**src/sv/iirq15_pkg.sv**
```systemverilog
`timescale 1ns / 1ps

package iirq15_pkg;

  // Fixed-point format and default sizing.
  localparam int Q_SHIFT       = 15;
  localparam int DEF_MAX_ORDER = 8;
  localparam int PROD_W        = 48;
  localparam int ACC_W         = 32;

  // Input word operation codes.
  localparam logic OP_FILTER = 1'b0;
  localparam logic OP_LOAD   = 1'b1;

  // Configuration register indexes.
  typedef enum logic [2:0] {
    REG_ORDER            = 3'd0,
    REG_GAIN_IN          = 3'd1,
    REG_FEEDBACK_SHIFT   = 3'd2,
    REG_GAIN_OUT         = 3'd3,
    REG_OUT_SHIFT_ADJUST = 3'd4
  } reg_index_t;

  // What the multiply-accumulate unit does with a product once it is registered.
  typedef enum logic [2:0] {
    MAC_NONE   = 3'd0,
    MAC_LOAD_A = 3'd1,
    MAC_SUB_A  = 3'd2,
    MAC_ADD_B  = 3'd3,
    MAC_HOLD   = 3'd4
  } mac_op_t;

endpackage

```
**src/sv/iirq15_mac.sv**
```systemverilog
`timescale 1ns / 1ps

module iirq15_mac import iirq15_pkg::*; (
  input  logic                     clk,
  input  logic                     rst,
  input  logic signed [ACC_W-1:0]  mul_x,
  input  logic signed [15:0]       mul_y,
  input  mac_op_t                  mac_op,
  output logic signed [PROD_W-1:0] prod,
  output logic [ACC_W-1:0]         acc_a,
  output logic [ACC_W-1:0]         acc_b
);

  logic signed [PROD_W-1:0] product;
  mac_op_t                  prod_op;
  logic [ACC_W-1:0]         term;

  // One shared signed multiplier, registered before any accumulation.
  assign product = mul_x * mul_y;

  always_ff @(posedge clk) begin
    if (mac_op != MAC_NONE) begin
      prod <= product;
    end
  end

  always_ff @(posedge clk) begin
    if (rst) begin
      prod_op <= MAC_NONE;
    end else begin
      prod_op <= mac_op;
    end
  end

  // Arithmetic shift right by the Q format, keeping the low 32 bits.
  assign term = prod[Q_SHIFT+ACC_W-1:Q_SHIFT];

  // Feedback sum in acc_a, feed-forward sum in acc_b; both wrap at 32 bits.
  always_ff @(posedge clk) begin
    unique case (prod_op)
      MAC_LOAD_A: begin
        acc_a <= term;
        acc_b <= '0;
      end
      MAC_SUB_A: begin
        acc_a <= acc_a - term;
      end
      MAC_ADD_B: begin
        acc_b <= acc_b + term;
      end
      MAC_NONE, MAC_HOLD: begin
      end
      default: begin
      end
    endcase
  end

endmodule

```
**src/sv/iir_direct_form2_q15_filter.sv**
```systemverilog
`timescale 1ns / 1ps
// A filter word's result is registered in S_DONE, after its tap, feedback and output gain states.
// No new word is taken until the sequencer is back in S_IDLE; the single shared
// multiplier takes two products per tap plus gain and b0 products.
// A coefficient load word is taken in S_IDLE, leaves the sequencer there and gives no result.
// Reset (rst, synchronous): registers to their defaults, delay line and position cleared.

module iir_direct_form2_q15_filter import iirq15_pkg::*; #(
  parameter int MAX_ORDER = DEF_MAX_ORDER
) (
  input  logic               clk,
  input  logic               rst,
  input  logic               cfg_write,
  input  logic [2:0]         cfg_index,
  input  logic [15:0]        cfg_data,
  input  logic               in_valid,
  output logic               in_stall,
  input  logic               op,
  input  logic signed [15:0] sample,
  input  logic [4:0]         coef_index,
  input  logic signed [15:0] coef_value,
  output logic               out_valid,
  input  logic               out_stall,
  output logic signed [15:0] filtered
);

  localparam int NCOEF = 2 * MAX_ORDER + 1;
  localparam int CI_W  = $clog2(NCOEF);
  localparam int IDX_W = (MAX_ORDER > 1) ? $clog2(MAX_ORDER) : 1;
  localparam int N_W   = $clog2(MAX_ORDER + 1);
  localparam logic [CI_W-1:0] B0_ADDR = CI_W'(MAX_ORDER);

  typedef enum logic [6:0] {
    S_IDLE  = 7'b0000001,
    S_TAP_A = 7'b0000010,
    S_TAP_B = 7'b0000100,
    S_FB    = 7'b0001000,
    S_GWAIT = 7'b0010000,
    S_GOUT  = 7'b0100000,
    S_DONE  = 7'b1000000
  } state_t;

  state_t state;

  // Configuration registers.
  logic [3:0]         order;
  logic signed [15:0] gain_in;
  logic [3:0]         feedback_shift;
  logic signed [15:0] gain_out;
  logic [3:0]         out_shift_adjust;

  // Filter state.
  logic [15:0]      delay_line [MAX_ORDER];
  logic [IDX_W-1:0] line_position;
  logic [IDX_W-1:0] start;
  logic [IDX_W-1:0] cur;
  logic [N_W-1:0]   k;
  logic [N_W-1:0]   n_eff;

  // Coefficient memory.
  logic signed [15:0] coef_mem [NCOEF];
  logic signed [15:0] coef_q;
  logic [CI_W-1:0]    coef_raddr;
  logic               coef_we;

  // Shared multiply-accumulate interface.
  logic signed [ACC_W-1:0]  mul_x;
  logic signed [15:0]       mul_y;
  mac_op_t                  mac_op;
  logic signed [PROD_W-1:0] prod;
  logic [ACC_W-1:0]         acc_a;
  logic [ACC_W-1:0]         acc_b;
  logic [ACC_W-1:0]         fb_sh;
  logic signed [15:0]       tap_state;

  logic                     in_accept;
  logic [3:0]               out_sh;
  logic signed [PROD_W-1:0] out_scaled;

  // Step one place back around a circular line of n entries.
  function automatic logic [IDX_W-1:0] step_back(input logic [IDX_W-1:0] pos,
                                                 input logic [N_W-1:0] n);
    logic [N_W-1:0] last;
    last = n - N_W'(1);
    if (pos == '0 || 32'(pos) >= 32'(n)) begin
      return IDX_W'(last);
    end
    return pos - IDX_W'(1);
  endfunction

  assign in_stall  = (state != S_IDLE);
  assign in_accept = in_valid && !in_stall;

  // Order in use: zero acts as one, anything above the maximum is clamped.
  always_comb begin
    if (order == 4'd0) begin
      n_eff = N_W'(1);
    end else if (32'(order) > MAX_ORDER) begin
      n_eff = N_W'(MAX_ORDER);
    end else begin
      n_eff = N_W'(order);
    end
  end

  // Configuration writes.
  always_ff @(posedge clk) begin
    if (rst) begin
      order            <= 4'd8;
      gain_in          <= 16'sh7FFF;
      feedback_shift   <= 4'd0;
      gain_out         <= 16'sh7FFF;
      out_shift_adjust <= 4'd0;
    end else if (cfg_write) begin
      unique case (cfg_index)
        REG_ORDER:            order            <= cfg_data[3:0];
        REG_GAIN_IN:          gain_in          <= cfg_data;
        REG_FEEDBACK_SHIFT:   feedback_shift   <= cfg_data[3:0];
        REG_GAIN_OUT:         gain_out         <= cfg_data;
        REG_OUT_SHIFT_ADJUST: out_shift_adjust <= cfg_data[3:0];
        default: begin
        end
      endcase
    end
  end

  // Coefficient memory: written by load words, read into a register in the state before use.
  assign coef_we = in_accept && (op == OP_LOAD) && (32'(coef_index) < NCOEF);

  always_comb begin
    unique case (state)
      S_IDLE:  coef_raddr = CI_W'(n_eff) - CI_W'(1);
      S_TAP_A: coef_raddr = B0_ADDR + CI_W'(k);
      S_TAP_B: coef_raddr = (k > N_W'(1)) ? (CI_W'(k) - CI_W'(2)) : B0_ADDR;
      default: coef_raddr = '0;
    endcase
  end

  always_ff @(posedge clk) begin
    if (coef_we) begin
      coef_mem[CI_W'(coef_index)] <= coef_value;
    end
    coef_q <= coef_mem[coef_raddr];
  end

  // Operand selection for the shared multiplier.
  assign tap_state = delay_line[cur];
  assign fb_sh     = acc_a << feedback_shift;

  always_comb begin
    mul_x  = '0;
    mul_y  = '0;
    mac_op = MAC_NONE;
    unique case (state)
      S_IDLE: begin
        mul_x = ACC_W'(sample);
        mul_y = gain_in;
        if (in_accept && op == OP_FILTER) begin
          mac_op = MAC_LOAD_A;
        end
      end
      S_TAP_A: begin
        mul_x  = ACC_W'(tap_state);
        mul_y  = coef_q;
        mac_op = MAC_SUB_A;
      end
      S_TAP_B: begin
        mul_x  = ACC_W'(tap_state);
        mul_y  = coef_q;
        mac_op = MAC_ADD_B;
      end
      S_FB: begin
        mul_x  = fb_sh;
        mul_y  = coef_q;
        mac_op = MAC_ADD_B;
      end
      S_GOUT: begin
        mul_x  = acc_b;
        mul_y  = gain_out;
        mac_op = MAC_HOLD;
      end
      S_GWAIT, S_DONE: begin
      end
      default: begin
      end
    endcase
  end

  iirq15_mac u_mac (
    .clk    (clk),
    .rst    (rst),
    .mul_x  (mul_x),
    .mul_y  (mul_y),
    .mac_op (mac_op),
    .prod   (prod),
    .acc_a  (acc_a),
    .acc_b  (acc_b)
  );

  // Output gain shift is 15 minus the adjustment.
  assign out_sh     = 4'(Q_SHIFT) - out_shift_adjust;
  assign out_scaled = prod >>> out_sh;

  // Sequencer: taps run oldest state first, two products per tap.
  always_ff @(posedge clk) begin
    if (rst) begin
      state         <= S_IDLE;
      line_position <= '0;
      start         <= '0;
      cur           <= '0;
      k             <= '0;
      out_valid     <= 1'b0;
      for (int i = 0; i < MAX_ORDER; i++) begin
        delay_line[i] <= '0;
      end
    end else begin
      // A new word enters the output register when it is free or being emptied.
      if (state == S_DONE && (!out_valid || !out_stall)) begin
        out_valid <= 1'b1;
      end else if (out_valid && !out_stall) begin
        out_valid <= 1'b0;
      end
      unique case (state)
        S_IDLE: begin
          if (in_accept && op == OP_FILTER) begin
            start <= step_back(line_position, n_eff);
            cur   <= step_back(line_position, n_eff);
            k     <= n_eff;
            state <= S_TAP_A;
          end
        end
        S_TAP_A: begin
          state <= S_TAP_B;
        end
        S_TAP_B: begin
          cur <= step_back(cur, n_eff);
          k   <= k - N_W'(1);
          if (k == N_W'(1)) begin
            state <= S_FB;
          end else begin
            state <= S_TAP_A;
          end
        end
        S_FB: begin
          delay_line[start] <= fb_sh[15:0];
          line_position     <= start;
          state             <= S_GWAIT;
        end
        S_GWAIT: begin
          state <= S_GOUT;
        end
        S_GOUT: begin
          state <= S_DONE;
        end
        S_DONE: begin
          // Hold the product until the output register is free.
          if (!out_valid || !out_stall) begin
            filtered <= out_scaled[15:0];
            state    <= S_IDLE;
          end
        end
        default: begin
          state <= S_IDLE;
        end
      endcase
    end
  end

endmodule
```
**config.mk**
```make
export PLATFORM = sky130hd
export DESIGN_NAME = iir_direct_form2_q15_filter
export DESIGN_NICKNAME = d
export VERILOG_FILES = /design/src/sv/iirq15_pkg.sv /design/src/sv/iirq15_mac.sv /design/src/sv/iir_direct_form2_q15_filter.sv
export SDC_FILE = /design/constraint.sdc
export NUM_CORES = 2
export LEC_CHECK = 0
export BUFFER_PORTS_ARGS = -buffer_cell sky130_fd_sc_hd__buf_2
export CORE_UTILIZATION = 60
export CTS_BUF_LIST = sky130_fd_sc_hd__clkbuf_2
export DETAILED_ROUTE_END_ITERATION = 8
export PLACE_DENSITY = 0.86
export SYNTH_ARGS = -nofsm -noshare
export SYNTH_HDL_FRONTEND = slang
export SYNTH_SLANG_ARGS = --single-unit
export TNS_END_PERCENT = 5
```
**constraint.sdc**
```tcl
create_clock -name clk -period 13.62 [get_ports clk]
set_input_delay 0.681 -clock clk [delete_from_list [all_inputs] [get_ports clk]]
set_output_delay 0.681 -clock clk [all_outputs]
set_load 0.01 [all_outputs]
```
Word level (Yosys, flattened, before mapping)
Memory sizes are Yosys's and may differ from the RTL's. A register that Yosys moved wholly into a read port is not among the register bits. Cells that the tools add are included.

Word-level logic and storage cells: 133. Memories kept: 2. Register bits: 196. Output and inout bits: 18. Memory bits (writable): 400. Input port bits: 62.

Bitwise gates (word level): 2. Order comparisons: 5. Add/sub/neg operators: 10. Equal/unequal tests: 18. $mul: 1. Shift-type cells: 2. Reductions and logical operators: 34. Mux-type cells: 43.

Memory list: coef_mem (words 17, width 16, read ports 1, clocked after Yosys merged registers in 1, write ports 1, line iir_direct_form2_q15_filter.sv:61) `logic signed [15:0] coef_mem [NCOEF];`; delay_line (words 8, width 16, read ports 1, clocked after Yosys merged registers in 1, write ports 8, line iir_direct_form2_q15_filter.sv:53) `logic [15:0] delay_line [MAX_ORDER];`.

Operators by type and width (count): $pmux W32 S2 (2); $pmux W32 S4 (1); $pmux W7 S7 (1); $mul A32 B16 Y48 (1); $pmux W16 S3 (1); $sshr A48 B4 Y16 (1); $add A32 B32 Y32 (1); $shl A32 B4 Y32 (1); $sub A32 B32 Y32 (1); $mux W3 (8); $mux W1 (18); $mux W16 (1); $mux W4 (4); $reduce_and A2 Y1 (8); $reduce_or A16 Y1 (1); $pmux W5 S3 (1); $mux W7 (2); $eq A3 B2 Y1 const B (4); $pmux W3 S4 (1); $logic_not A3 Y1 (3); $sub A3 B1 Y3 const B (3); $ge A3 B4 Y1 (2); $pmux W4 S2 (1); $reduce_bool A2 Y1 (4); other kinds (32) (44).

Logic depth before layout (Yosys ltp)
Depth after elaboration: 14. Mapped depth: 34. Gate-level depth less buffers: 33.

By module
A second synthesis with hierarchy kept.

Cells, all modules: 4434. Area total of the unflattened synthesis: 48186.2 um^2.

By module, submodules not included: iirq15_mac (sequential area each 3423.3 um^2, area an instance 24770.0 um^2, instances 1, cells each 2679); iir_direct_form2_q15_filter (sequential area each 14173.6 um^2, area an instance 23416.2 um^2, instances 1, cells each 1755).

Least setup slack after synthesis
No wires, ideal clock.

Path type: reg2reg. Start: register (tool-made name). End: register u_mac.prod[39], data pin. Clock period less this slack: 8.414 ns. Buffers on the path: 4. Data arrival time: 8.151 ns. Data required time: 13.357 ns. Stages on the path, launching flop included: 31. Path slack: 5.206 ns. Cell sequence: dfxtp_1 > clkbuf_1 > buf_1 > mux4_2 > mux2_2 > a222oi_1 > o21a_1 > clkbuf_1 > nor2_1 > fa_1 > inv_1 > fa_1 > fa_1 > inv_1 > fa_1 > fa_1 > inv_1 > fa_1 > inv_1 > ha_1 > clkbuf_1 > a211oi_1 > nand4_1 > a2111oi_0 > o31ai_1 > a21o_1 > nor2_1 > o21a_1 > nor2_1 > a211oi_1 > xnor2_1.

RTL lines: end signal, assigned (line iirq15_mac.sv:23) `prod <= product;`; end, declared (line iirq15_mac.sv:9) `output logic signed [PROD_W-1:0] prod,`.

Worst setup path after layout
Start: register feedback_shift[1]. End: register u_mac.prod[39], data pin.

Cells in the longest elaborated chain, start to end: 3.

RTL lines: start, declared (line iir_direct_form2_q15_filter.sv:48) `logic [3:0] feedback_shift;`; start signal, assigned (line iir_direct_form2_q15_filter.sv:117) `REG_FEEDBACK_SHIFT: feedback_shift <= cfg_data[3:0];`; $shl A32 B4 Y32 (line iir_direct_form2_q15_filter.sv:147) `assign fb_sh = acc_a << feedback_shift;`; $pmux W32 S4 (line iir_direct_form2_q15_filter.sv:153) `unique case (state)`; $mul A32 B16 Y48 (line iirq15_mac.sv:19) `assign product = mul_x * mul_y;`; named net u_mac.product[39] (line iirq15_mac.sv:14) `logic signed [PROD_W-1:0] product;`.

The timed path passes the listed nets, and every way through them passes these cells. A chain may end at the register's enable or synchronous reset.

==> summary.txt <==
Fin. Hold Viols: 0
Post-Synth Simple-Gate Area: 14.7%
Seq cells post-synth: 614
Cell Rows: 102
Cell mode on critical path: fa_1
Pre-CTS setup slack: 3.47 ns
Non-filler cells, final: 5,913
Total clock buffers created by CTS: 142
Worst setup margin: 3.33 ns
Dpl cells: 5,620
Final Skew: 0.176 ns
Crit path to: u_mac.prod[39]$_DFFE_PP_
Post-Syn Nets: 5,398
Core area: 77,700 µm²
Fillcell total: 5,886
Fin crit share: 75.6%
Post-synth top area share: 33.5%
# hold bufs at CTS: 43
Worst path depth: 26
Least-Margin Pin Slew: 1.29 ns
Mean post-synth cell area: 10.1 µm²
Status: finished, final reports clean
RR Startpoint: feedback_shift[1]$_SDFFE_PP0P_
Flop-to-flop setup slack: 3.33 ns
Worst Path Max Fanout: 38
# IOs: 80
Synth area leader: edfxtp_1
Largest net degree at the start of global routing: 81
Hpwl dp: 95.7 mm
First DRT Iteration DRCs: 4,552
CTS tree: yes
Initial Utilization: 60.8%
WHS: 0.0821 ns
CP endpoint kind: flop
Port bufs: 79
Die X: 283 µm
Setup tns final: 0 ns
Initial antenna violation count: 8
Total number of vias: 36,316
Die H: 283 µm
First-pass GRT wire length: 208 mm
Top FF cell, synth: edfxtp_1
Slew HR: 13.8%
Number of synthesized flops with an enable pin: 527
CP peak stage delay: 1.01 ns
Worst setup path start: feedback_shift[1]$_SDFFE_PP0P_
Slowest stage cell, crit path: a21oi_1
Root buf cell: clkbuf_2
Largest family of logic cells by synthesized area: adder cells
Mux cell area share after synthesis: 4.91%
Max_cap viols: 0
Cts repair resizes: 0
Post-Syn Area: 47,300 µm²
Post-CTS Setup Repair Bufs: 0
Clock sink total: 614
Nets: 5,500
Fmax: 97.2 MHz
Cells after Synth: 4,665
Vias per cell: 6.14
Share of layout cells above drive strength 1: 10.5%
Worst Path Arrival: 11.22 ns
Max-slew violations: 0
Share of the yosys chip area belonging to registers: 37.2%
Buf/Inv on CP: 3
Register clock-pin slew on the reported worst setup and hold paths: 0.11 ns
H-Tree Depth: 4
Skew-Pair Late Insertion Delay: 1.25 ns
Post-route antenna net violation count: 0
Worst flop-to-flop path endpoint: u_mac.prod[39]$_DFFE_PP_
Fin crit period: 10.29 ns
XOR/XNOR share of the synthesized area: 2.02%
DRC: 0
Gr ovfl total: 0
Count leader, synth: nand2_1
Reg2Reg Depth: 26
Full die area: 79,900 µm²
Clock Path Buffers: 3
Synth unique cells: 75
Unrepaired setup endpoints after global routing: false
Post-synth top cells: nand2_1, inv_1, nor2_1, edfxtp_1, fa_1
GRT Total Usage: 34.6%
CP top delay family: compound AO/OA/AOI/OAI gates
Vias in the first global route: 37,202
Synth Area in Compound Gates: 8.67%
Setup Crit Path Kind: flop to flop
GPL Wtd Cong: 0.995
Synth-to-Final Area Change: 6.67%
DR WL/cell: 22.8 µm
Setup crit start kind: flop
Worst hold path class: input pin to flop
DRT Wirelength: 135 mm
Req. time, crit path: 14.55 ns
Asr flop ratio synth: 0%
First-pass DRT Iterations: 9
Top cells by area, synth: edfxtp_1, fa_1, nand2_1
Post-Synth Adder-Cell Area: 25.4%
Final setup viols: 0
Synth Warn #: 0
cell families after synthesis:
group           after synthesis
buf+inv                     879
simple gates               1629
fa+ha+maj                   671
mux                         157
flops                       614
compound gates              606
xor+xnor                    109
flip-flops by register name (all words and copies together) (netlist names), 7 cells and up, named ones only:
register / cells
gain_out: 16
u_mac.acc_b: 32
state: 7
coef_mem: 272
coef_q: 16
gain_in: 16
u_mac.prod: 47
u_mac.acc_a: 32
filtered: 16
delay_line: 128
how the worst min path moves through the flow:
stage | cells after the start | from | endpoint | slack [ns]
finish | 4 | coef_index[2] | coef_mem[10][10]$_DFFE_PP_ | 0.08
global route | 3 | coef_index[0] | coef_mem[11][12]$_DFFE_PP_ | 0.03
CTS | 3 | coef_index[0] | coef_mem[11][10]$_DFFE_PP_ | 0.006
detailed placement | 2 | gain_out[15]$_SDFFE_PP0P_ | gain_out[15]$_SDFFE_PP0P_ | 0.45
global placement | 2 | coef_mem[16][4]$_DFFE_PP_ | coef_q[4]$_DFF_P_ | 0.43
floorplan | 2 | coef_mem[16][0]$_DFFE_PP_ | coef_q[0]$_DFF_P_ | 0.42
final cells by class:
class                   instances  area (µm²)  area share (%)
well taps                    1040        1300            2.58
clock buffers                 207        1040            2.05
diodes                          3        7.51          0.0149
repair buffers                192        1350            2.68
inverters                     645        2420            4.80
clock inverters                40         282           0.558
multi-input cells            3172       26500            52.5
flip-flops and latches        614       17600            34.8
routing by layer:
layer / GRT usage, % / vias up / routed length (µm)
li1: - / 15758 / -
met1: 42.3 / 17592 / 47000
met2: 56.1 / 2373 / 63800
met3: 6.98 / 585 / 14000
met4: 22.5 / 8 / 10100
met5: 0 / - / 45
placed cells by master (no fill, tap or decap), drive strengths merged, types with 87 or more instances in the layout:
cell    netlist  routed
nand2       735     735
inv         643     650
nor2        538     538
edfxtp      527     527
fa          482     482
clkbuf      177     207
ha          189     189
a21oi       150     150
buf          57     149
o21ai       125     125
nand3        89      89
dfxtp        87      87
metrics by stage:
stage | util (%) | instance area [µm²]
2_1_floorplan | - | 47300
3_3_place_gp | 62.6 | 48700
3_5_place_dp | 62.6 | 48700
4_1_cts | 64.9 | 50400
5_1_grt | 64.9 | 50400
6_report | 64.9 | 50400
worst reg2reg max path, delay by kind of cell, from the launching register on:
| family | cells | cell delay [ns] |
|---|---|---|
| buffers and inverters | 3 | 0.19 |
| adder cells (fa/ha/maj) | 7 | 3.24 |
| XOR/XNOR | 1 | 0.09 |
| AO/OA/AOI/OAI | 8 | 4.04 |
| multiplexers | 2 | 0.85 |
| flip-flops | 1 | 0.96 |
| AND/OR/NAND/NOR | 5 | 0.68 |
Power is not shown: default switching activity piles up to over one toggle a cycle in this logic, so the estimate is an artifact.
